<file path="config.mk">
export PLATFORM = sky130hd
export DESIGN_NAME = wav_pcm_stream_parser
export DESIGN_NICKNAME = d
export VERILOG_FILES = /design/src/wavp_pkg.sv /design/src/wavp_parse.sv /design/src/wav_pcm_stream_parser.sv
export SDC_FILE = /design/constraint.sdc
export NUM_CORES = 1
export LEC_CHECK = 0
export ABC_AREA = 1
export BUFFER_PORTS_ARGS = -buffer_cell sky130_fd_sc_hd__buf_2
export CAP_MARGIN = 20
export CORE_ASPECT_RATIO = 0.5
export CORE_UTILIZATION = 30
export CTS_CLUSTER_SIZE = 14
export DETAILED_ROUTE_END_ITERATION = 10
export GPL_TIMING_DRIVEN = 0
export PLACE_DENSITY = 0.46
export SKIP_LAST_GASP = 1
export SLEW_MARGIN = 20
export SYNTH_ARGS = -nofsm -noshare
export SYNTH_HDL_FRONTEND = slang
export SYNTH_SLANG_ARGS = --single-unit
export TNS_END_PERCENT = 50
</file>
<file path="constraint.sdc">
create_clock -name clk -period 7.3 [get_ports clk]
set_input_delay 1.095 -clock clk [delete_from_list [all_inputs] [get_ports clk]]
set_output_delay 1.095 -clock clk [all_outputs]
set_load 0.05 [all_outputs]
</file>
<file path="src/wavp_pkg.sv">
// Shared types and constants for the WAV PCM stream parser.
// Holds the request and result structs, result kinds, error codes and chunk tags.
// No dependencies.
`default_nettype none

package wavp_pkg;

	// one byte of the incoming file
	typedef struct packed {
		logic [7:0] data_byte;
		logic       end_of_file;
	} wav_in_t;

	// one result item
	typedef struct packed {
		logic [1:0]        kind;
		logic signed [15:0] sample;
		logic [31:0]       sample_rate;
		logic [7:0]        channel_count;
		logic [7:0]        sample_bits;
		logic [2:0]        error_code;
		logic              last;
	} wav_out_t;

	// result kinds
	localparam logic [1:0] KIND_SAMPLE = 2'd0;
	localparam logic [1:0] KIND_INFO   = 2'd1;
	localparam logic [1:0] KIND_ERROR  = 2'd2;
	localparam logic [1:0] KIND_END    = 2'd3;

	// error codes
	localparam logic [2:0] ERR_NONE    = 3'd0;
	localparam logic [2:0] ERR_RIFF    = 3'd1;
	localparam logic [2:0] ERR_NO_FMT  = 3'd2;
	localparam logic [2:0] ERR_NOT_PCM = 3'd3;
	localparam logic [2:0] ERR_NO_DATA = 3'd4;
	localparam logic [2:0] ERR_DEPTH   = 3'd5;

	// chunk tags, first byte in the top bits
	localparam logic [31:0] TAG_RIFF = 32'h5249_4646;
	localparam logic [31:0] TAG_WAVE = 32'h5741_5645;
	localparam logic [31:0] TAG_FMT  = 32'h666D_7420;
	localparam logic [31:0] TAG_DATA = 32'h6461_7461;

	localparam logic [15:0] FMT_PCM      = 16'd1;
	localparam logic [31:0] FMT_BASE_LEN = 32'd16;
	localparam logic [15:0] DEPTH_8      = 16'd8;
	localparam logic [15:0] DEPTH_16     = 16'd16;

endpackage

`default_nettype wire

</file>
<file path="src/wavp_parse.sv">
// Parser state machine of the WAV PCM stream parser: one byte per step.
// Produces at most one result per byte, combinationally from the held state.
// Depends on wavp_pkg.
`default_nettype none

module wavp_parse (
	input  wire logic              clk,
	input  wire logic              arst_n,
	input  wire logic              step,
	input  wire wavp_pkg::wav_in_t item,
	output logic                   res_fire,
	output wavp_pkg::wav_out_t     res
);
	import wavp_pkg::*;

	typedef enum logic [2:0] {
		PH_HDR, PH_FMT, PH_SKIP, PH_CHUNK, PH_DATA, PH_DONE, PH_ERR
	} phase_t;

	phase_t      phase_q, phase_d;
	logic [4:0]  cnt_q, cnt_d;
	logic [31:0] tag_q, tag_d;
	logic [31:0] len_q, len_d;
	logic [31:0] btg_q, btg_d;
	logic [15:0] fmt_q, fmt_d;
	logic [7:0]  chan_q, chan_d;
	logic [31:0] rate_q, rate_d;
	logic [15:0] depth_q, depth_d;
	logic [7:0]  low_q, low_d;
	logic        tag_ok_q, tag_ok_d;

	logic [7:0]  b;
	logic [4:0]  c;
	logic        depth_ok;

	// little-endian byte insert; byte 0 restarts the field
	function automatic logic [31:0] le_put32(logic [31:0] acc, logic [7:0] byt,
		logic [1:0] pos);
		logic [31:0] r;
		begin
			case (pos)
				2'd0:    r = {24'd0, byt};
				2'd1:    r = acc | {16'd0, byt, 8'd0};
				2'd2:    r = acc | {8'd0, byt, 16'd0};
				default: r = acc | {byt, 24'd0};
			endcase
			return r;
		end
	endfunction

	function automatic logic [15:0] le_put16(logic [15:0] acc, logic [7:0] byt,
		logic pos);
		logic [15:0] r;
		begin
			r = pos ? (acc | {byt, 8'd0}) : {8'd0, byt};
			return r;
		end
	endfunction

	assign b        = item.data_byte;
	assign c        = cnt_q;
	assign depth_ok = (depth_q == DEPTH_8) || (depth_q == DEPTH_16);

	always_comb begin
		phase_d  = phase_q;
		cnt_d    = cnt_q;
		tag_d    = tag_q;
		len_d    = len_q;
		btg_d    = btg_q;
		fmt_d    = fmt_q;
		chan_d   = chan_q;
		rate_d   = rate_q;
		depth_d  = depth_q;
		low_d    = low_q;
		tag_ok_d = tag_ok_q;
		res_fire = 1'b0;
		res      = '0;

		case (phase_q)
			PH_HDR: begin
				if (c < 5'd4 || c >= 5'd8) tag_d = {tag_q[23:0], b};
				if (c == 5'd3) tag_ok_d = (tag_d == TAG_RIFF);
				if (c >= 5'd11) begin
					cnt_d = '0;
					if (tag_ok_q && tag_d == TAG_WAVE) begin
						phase_d = PH_FMT;
						tag_d   = '0;
					end else begin
						res_fire       = 1'b1;
						res.kind       = KIND_ERROR;
						res.error_code = ERR_RIFF;
						phase_d        = PH_ERR;
					end
				end else begin
					cnt_d = cnt_q + 5'd1;
				end
			end
			PH_FMT: begin
				if (c < 5'd4) tag_d = {tag_q[23:0], b};
				else if (c < 5'd8) len_d = le_put32(len_q, b, c[1:0]);
				else if (c < 5'd10) fmt_d = le_put16(fmt_q, b, c[0]);
				else if (c < 5'd12) begin
					if (c == 5'd10) chan_d = b;
				end
				else if (c < 5'd16) rate_d = le_put32(rate_q, b, c[1:0]);
				else if (c >= 5'd22) depth_d = le_put16(depth_q, b, c[0]);
				if (c >= 5'd23) begin
					cnt_d = '0;
					if (tag_d != TAG_FMT) begin
						res_fire       = 1'b1;
						res.kind       = KIND_ERROR;
						res.error_code = ERR_NO_FMT;
						phase_d        = PH_ERR;
					end else if (fmt_d != FMT_PCM) begin
						res_fire       = 1'b1;
						res.kind       = KIND_ERROR;
						res.error_code = ERR_NOT_PCM;
						phase_d        = PH_ERR;
					end else if (len_d > FMT_BASE_LEN) begin
						btg_d   = len_d - FMT_BASE_LEN;
						phase_d = PH_SKIP;
					end else begin
						phase_d = PH_CHUNK;
					end
				end else begin
					cnt_d = cnt_q + 5'd1;
				end
			end
			PH_SKIP: begin
				if (btg_q != '0) btg_d = btg_q - 32'd1;
				if (btg_d == '0) begin
					phase_d = PH_CHUNK;
					cnt_d   = '0;
				end
			end
			PH_CHUNK: begin
				if (c < 5'd4) tag_d = {tag_q[23:0], b};
				else len_d = le_put32(len_q, b, c[1:0]);
				if (c >= 5'd7) begin
					cnt_d = '0;
					if (tag_d == TAG_DATA) begin
						res_fire = 1'b1;
						if (depth_ok) begin
							res.kind          = KIND_INFO;
							res.sample_rate   = rate_q;
							res.channel_count = chan_q;
							res.sample_bits   = depth_q[7:0];
							btg_d             = len_d;
							phase_d           = (len_d == '0) ? PH_DONE : PH_DATA;
						end else begin
							res.kind       = KIND_ERROR;
							res.error_code = ERR_DEPTH;
							phase_d        = PH_ERR;
						end
					end else if (len_d != '0) begin
						btg_d   = len_d;
						phase_d = PH_SKIP;
					end
				end else begin
					cnt_d = cnt_q + 5'd1;
				end
			end
			PH_DATA: begin
				if (btg_q != '0) btg_d = btg_q - 32'd1;
				if (depth_q == DEPTH_8) begin
					// unsigned 8-bit to signed 16-bit: flip the sign bit, scale by 256
					res_fire   = 1'b1;
					res.kind   = KIND_SAMPLE;
					res.sample = {~b[7], b[6:0], 8'd0};
				end else if (c == 5'd0) begin
					low_d = b;
					cnt_d = 5'd1;
				end else begin
					res_fire   = 1'b1;
					res.kind   = KIND_SAMPLE;
					res.sample = {b, low_q};
					cnt_d      = '0;
				end
				if (btg_d == '0) begin
					phase_d = PH_DONE;
					cnt_d   = '0;
				end
			end
			default: begin
			end
		endcase

		if (item.end_of_file) begin
			// the last byte always reports; format info gives way to the closing item
			if (!res_fire || res.kind == KIND_INFO) begin
				res = '0;
				case (phase_d)
					PH_HDR: begin
						res.kind       = KIND_ERROR;
						res.error_code = ERR_RIFF;
					end
					PH_FMT: begin
						res.kind       = KIND_ERROR;
						res.error_code = ERR_NO_FMT;
					end
					PH_SKIP, PH_CHUNK: begin
						res.kind       = KIND_ERROR;
						res.error_code = ERR_NO_DATA;
					end
					default: res.kind = KIND_END;
				endcase
			end
			res_fire = 1'b1;
			res.last = 1'b1;
			// return to the start for the next file
			phase_d  = PH_HDR;
			cnt_d    = '0;
			tag_d    = '0;
			len_d    = '0;
			btg_d    = '0;
			fmt_d    = '0;
			chan_d   = '0;
			rate_d   = '0;
			depth_d  = '0;
			low_d    = '0;
			tag_ok_d = 1'b1;
		end
	end

	always_ff @(posedge clk or negedge arst_n) begin
		if (!arst_n) begin
			phase_q  <= PH_HDR;
			cnt_q    <= '0;
			tag_q    <= '0;
			len_q    <= '0;
			btg_q    <= '0;
			fmt_q    <= '0;
			chan_q   <= '0;
			rate_q   <= '0;
			depth_q  <= '0;
			low_q    <= '0;
			tag_ok_q <= 1'b1;
		end else if (step) begin
			phase_q  <= phase_d;
			cnt_q    <= cnt_d;
			tag_q    <= tag_d;
			len_q    <= len_d;
			btg_q    <= btg_d;
			fmt_q    <= fmt_d;
			chan_q   <= chan_d;
			rate_q   <= rate_d;
			depth_q  <= depth_d;
			low_q    <= low_d;
			tag_ok_q <= tag_ok_d;
		end
	end

endmodule

`default_nettype wire

</file>
<file path="src/wav_pcm_stream_parser.sv">
// Top level of the WAV PCM stream parser: input register, parser, result register.
// Depends on wavp_pkg and wavp_parse.
//
//   channel | valid        | ready        | payload
//   --------+--------------+--------------+-------------------------------------
//   bytes   | byte_valid   | byte_ready   | byte_req (wav_in_t: byte, last flag)
//   results | result_valid | result_ready | result   (wav_out_t)
//
// One byte per cycle sustained while results are taken. A byte is held in the input
// register and its result, if any, is loaded into the result register when the byte
// advances through the parser.
// A byte that yields no result still passes the parser in its own cycle.
// A stalled result holds the result register; the input register takes one
// more request, then byte_ready drops until the result is taken.
// Reset returns the parser to the start of a file and empties both registers.
`default_nettype none

module wav_pcm_stream_parser (
	input  wire logic              clk,
	input  wire logic              arst_n,
	input  wire logic              byte_valid,
	output logic                   byte_ready,
	input  wire wavp_pkg::wav_in_t byte_req,
	output logic                   result_valid,
	input  wire logic              result_ready,
	output wavp_pkg::wav_out_t     result
);
	import wavp_pkg::*;

	// input register
	logic     valid_s1;
	wav_in_t  item_s1;

	// result register
	logic     valid_s2;
	wav_out_t res_s2;

	logic     advance;
	logic     res_fire;
	wav_out_t res_c;

	// move the held request through the parser whenever the result slot is free
	assign advance    = valid_s1 && (!valid_s2 || result_ready);
	assign byte_ready = !valid_s1 || advance;

	always_ff @(posedge clk or negedge arst_n) begin
		if (!arst_n) begin
			valid_s1 <= 1'b0;
		end else if (byte_ready) begin
			valid_s1 <= byte_valid;
		end
	end

	// payload register: load on accept, hold otherwise
	always_ff @(posedge clk) begin
		if (byte_valid && byte_ready) begin
			item_s1 <= byte_req;
		end
	end

	wavp_parse u_parse (
		.clk      (clk),
		.arst_n   (arst_n),
		.step     (advance),
		.item     (item_s1),
		.res_fire (res_fire),
		.res      (res_c)
	);

	// drop the result slot when taken unless a new result lands in it
	always_ff @(posedge clk or negedge arst_n) begin
		if (!arst_n) begin
			valid_s2 <= 1'b0;
		end else if (!valid_s2 || result_ready) begin
			valid_s2 <= advance && res_fire;
		end
	end

	always_ff @(posedge clk) begin
		if (advance && res_fire) begin
			res_s2 <= res_c;
		end
	end

	assign result_valid = valid_s2;
	assign result       = res_s2;

endmodule

`default_nettype wire

</file>
==> metrics.md <==
| Metric | Value |
|---|---|
| Library cells used by synthesis | 65 |
| Crit path time final | 5.051 ns |
| Max Root-Sink Buffers | 3 |
| Fin nets | 2361 |
| Effective utilization at floorplan | 0.3073 |
| Cell-by-cell trace of the critical path | buf_2 -> clkinv_1 -> clkbuf_1 -> ha_1 -> buf_6 -> nor2_4 -> nand2_2 -> buf_2 -> nand2_1 -> o21ai_0 -> nor2_1 -> nand2_1 -> nor2_1 -> nand3b_1 -> o21ai_1 -> a21oi_2 -> nand2_2 -> nor2_4 -> buf_4 -> nand3_1 -> o21ai_1 |
| Power after layout | 6.877 mW |
| Top cell type's share of synthesized area | 0.2787 |
| Floorplan die height | 168.8 um |
| Port buffer count | 84 |
| TritonCTS clock tree | built |
| Worst Path Arrival | 5.57 ns |
| Total leakage power | 8.405 nW |
| Number of standard cells after synthesis | 2214 |
| Max Cap Viol | 0 |
| Non-filler cells in the finished layout | 3106 |
| Cts-stage hold buffer count | 0 |
| Detailed-router iteration count before antenna repair | 6 |
| Final count of pins violating max slew | 0 |
| Number of gates resized after CTS | 0 |
| Routed len/inst | 21.29 um |
| Placer congestion estimate | 0.9518 |
| Total half-perimeter wirelength after legalization and detailed placement | 49.76 mm |
| Least setup slack across all paths after layout | 2.249 ns |
| Result of the run | complete, no violations |
| Vias in the first global route | 15280 |
| Clock latency at the later pin of the worst-skew pair | 0.62 ns |
| Fraction of registers with async set or reset after synthesis | 0.7030 |
| Path type of the worst min-delay path | input pin to async pin |
| First-pass GRT wire length | 99.08 mm |
| Number of synthesized flops with an enable pin | 79 |
| Sink Count | 266 |
| Tightest slew margin relative to the limit | 0.2589 |
| Mean number of vias per cell | 5.163 |
| Boundary Pins | 85 |
| Syn_area_per_cell | 7.543 um^2 |
| Wire length after detailed routing | 66.12 mm |
| Cell types with the highest counts after synthesis | sky130_fd_sc_hd__nand2_1, sky130_fd_sc_hd__nor2_1, sky130_fd_sc_hd__inv_1, sky130_fd_sc_hd__dfrtp_1, sky130_fd_sc_hd__o21ai_0 |
| Syn-to-layout area delta | 15.20% |
| Overall fraction of global-route tracks in use | 0.2327 |
| Sum of overflow across all layers after global routing | 0 |
| Ratio of cells with drive above 1 in the final layout | 0.1329 |
| Initial antenna violation count | 0 |
| Pin count of the biggest net entering global routing | 86 |
| Placed cell count | 3052 |
| RSZ-0062 raised after global routing | no |
| Critical path class | flop to flop |
| Finish-stage setup viols | 0 |
| Mapped Area | 16700 um^2 |
| FF+latch count, synth | 266 |
| Largest area contributor in the netlist | sky130_fd_sc_hd__dfrtp_1 |
| Dominant cells by area after synthesis | sky130_fd_sc_hd__dfrtp_1, sky130_fd_sc_hd__edfxtp_1, sky130_fd_sc_hd__nand2_1, sky130_fd_sc_hd__nor2_1, sky130_fd_sc_hd__inv_1 |
| Sequential area share after synthesis | 0.4223 |
| Min Hold Slack | 0.3989 ns |
| Number of DRC markers after the initial detailed-route iteration | 1702 |
| Primary FF master, synth | sky130_fd_sc_hd__dfrtp_1 |
| Number of warnings printed during yosys synthesis | 0 |
| Area of the placeable core | 54350 um^2 |
| Vias after detailed routing | 16040 |
| Std cell rows | 60 |
| Number of inserted filler cells in the final layout | 5843 |
| Data required time at the worst endpoint | 7.82 ns |
| Worst Setup End Kind | flop |
| CTS Buf Count | 29 |
| Worst-case clock skew | 0.03005 ns |
| PwrDens | 357.5 nW/um^2 |
| Transition time at the pin with the least slew margin | 1.112 ns |
| Final hold violations | 0 |
| Diode count | 0 |
| Register clock-pin slew on the reported worst setup and hold paths | 0.06 ns |
| Nature of the critical path startpoint | flop |
| Count of unresolved DRC violations after routing | 0 |
| Number of setup buffers added after CTS | 0 |
| Library cell with the highest instance count after synthesis | sky130_fd_sc_hd__nand2_1 |
| Worst path bufs/invs | 6 |
| CP max stage cell | sky130_fd_sc_hd__o21ai_0 |
| Largest delay contributor family on the critical path | simple AND/OR/NAND/NOR gates |
| Final critical-path share of the clock period | 0.6920 |
| Max Fclk | 198.0 MHz |
| Die area | 56670 um^2 |
| Max Fanout on Critical Path | 11 |
| Detail Route Antenna Nets | 0 |
| CTS H-Tree Depth | 1 |
| Stage delay of the slowest cell on the critical path | 0.62 ns |
| Pre-CTS setup slack | 2.452 ns |
| Root Buffer Master | sky130_fd_sc_hd__clkbuf_16 |
| Worst-case vdd ir drop | 131.0 uV |
| Horizontal die dimension | 335.7 um |
-- placed cells by master (no fill, tap or decap), types with 7 or more instances in the layout --
cell type,netlist,final
sky130_fd_sc_hd__a21oi_1,98,98
sky130_fd_sc_hd__a31oi_1,8,8
sky130_fd_sc_hd__buf_2,24,107
sky130_fd_sc_hd__buf_4,11,11
sky130_fd_sc_hd__buf_6,18,18
sky130_fd_sc_hd__clkbuf_1,53,55
sky130_fd_sc_hd__clkbuf_16,0,29
sky130_fd_sc_hd__dfrtp_1,186,186
sky130_fd_sc_hd__edfxtp_1,79,79
sky130_fd_sc_hd__ha_1,9,9
sky130_fd_sc_hd__inv_1,246,246
sky130_fd_sc_hd__inv_2,8,8
sky130_fd_sc_hd__nand2_1,533,533
sky130_fd_sc_hd__nand2_2,8,8
sky130_fd_sc_hd__nand3_1,127,127
sky130_fd_sc_hd__nand4_1,20,20
sky130_fd_sc_hd__nor2_1,288,287
sky130_fd_sc_hd__nor2_4,8,9
sky130_fd_sc_hd__nor3_1,24,23
sky130_fd_sc_hd__nor3_2,27,28
sky130_fd_sc_hd__nor3b_2,14,14
sky130_fd_sc_hd__nor4_1,7,7
sky130_fd_sc_hd__o21a_1,7,7
sky130_fd_sc_hd__o21ai_0,141,141
sky130_fd_sc_hd__o21ai_1,39,39
sky130_fd_sc_hd__o21ai_2,15,15
sky130_fd_sc_hd__o22ai_1,47,47
sky130_fd_sc_hd__o22ai_2,16,16
sky130_fd_sc_hd__o2bb2ai_1,11,11
sky130_fd_sc_hd__o31ai_1,19,19
sky130_fd_sc_hd__o32ai_1,17,17
sky130_fd_sc_hd__xor2_1,28,28
-- through the flow --
stage | setup TNS (ns) | utilization | instance area, um^2
after detailed placement | 0 | 0.3352 | 18220
final | 0 | 0.3540 | 19240
after global routing | 0 | 0.3540 | 19240
after floorplan | 0 | - | 16720
after global placement | -30.17 | 0.3325 | 18070
after CTS | 0 | 0.3540 | 19240
-- per-layer routing --
layer	GRT usage	routed length (um)
met5	0	0
met2	0.3429	27800
met1	0.3454	31590
met4	0.04447	1229
met3	0.05350	5503
-- final cells by class --
cell class                 instances  area (um^2)  share of cell area
multi-input combinational       1586         8089              0.4205
sequential                       266         7053              0.3666
inverter                         258        973.4             0.05060
tap                              744        930.9             0.04839
clock buffer                      37        795.8             0.04136
buffer                           109        618.1             0.03213
timing repair buffer              89        553.0             0.02875
clock inverter                    17        225.2             0.01171
-- worst register-to-register path, stage by stage, from the launching register on --
cell,delay (ns)
sky130_fd_sc_hd__dfrtp_1,0.41
sky130_fd_sc_hd__buf_2,0.22
sky130_fd_sc_hd__clkinv_1,0.20
sky130_fd_sc_hd__clkbuf_1,0.46
sky130_fd_sc_hd__ha_1,0.26
sky130_fd_sc_hd__buf_6,0.18
sky130_fd_sc_hd__nor2_4,0.05
sky130_fd_sc_hd__nand2_2,0.24
sky130_fd_sc_hd__buf_2,0.32
sky130_fd_sc_hd__nand2_1,0.10
sky130_fd_sc_hd__o21ai_0,0.62
sky130_fd_sc_hd__nor2_1,0.12
sky130_fd_sc_hd__nand2_1,0.16
sky130_fd_sc_hd__nor2_1,0.08
sky130_fd_sc_hd__nand3b_1,0.33
sky130_fd_sc_hd__o21ai_1,0.15
sky130_fd_sc_hd__a21oi_2,0.15
sky130_fd_sc_hd__nand2_2,0.17
sky130_fd_sc_hd__nor2_4,0.28
sky130_fd_sc_hd__buf_4,0.25
sky130_fd_sc_hd__nand3_1,0.11
sky130_fd_sc_hd__o21ai_1,0.13
-- state kept, by name, indices dropped and copies added (netlist names), 9 cells and up --
register         count
item_s1              9
u_parse.depth_q     16
u_parse.tag_q       32
u_parse.rate_q      32
u_parse.len_q       32
result              70
u_parse.btg_q       32
u_parse.fmt_q       16
-- report_power, final --
part	internal, mW	leakage [nW]	switching (mW)
clock	0.948	0.497	0.684
sequential	1.85	3.22	0.192
combinational	0.952	4.69	2.26
-- cell families (layout without fill, tap and decap cells) --
family	Yosys count	count (layout)	synth area share
simple gates	1082	1082	0.2880
fa+ha+maj	9	9	0.006743
flops	266	266	0.4223
buf+inv	367	510	0.09515
xor+xnor	34	34	0.01783
compound gates	455	455	0.1697
other cells	1	6	0.0002246
-- worst paths after layout --
| check | start | to | slack, ns | depth (start not counted) |
|---|---|---|---|---|
| worst max-delay path | u_parse.c[0] | u_parse.btg_q[25] | 2.25 | 21 |
| worst min-delay path | arst_n | u_parse.btg_q[11] | 0.40 | 1 |
| worst max register to register | u_parse.c[0] | u_parse.btg_q[25] | 2.25 | 21 |
| worst min register to register | u_parse.chan_q[6] | u_parse.chan_q[6] | 0.48 | 2 |
| max in group asynchronous | arst_n | u_parse.chan_q[1] | 5.70 | 3 |
| min in group clk | u_parse.chan_q[6] | u_parse.chan_q[6] | 0.48 | 2 |
(Power assumes the default switching activity.)
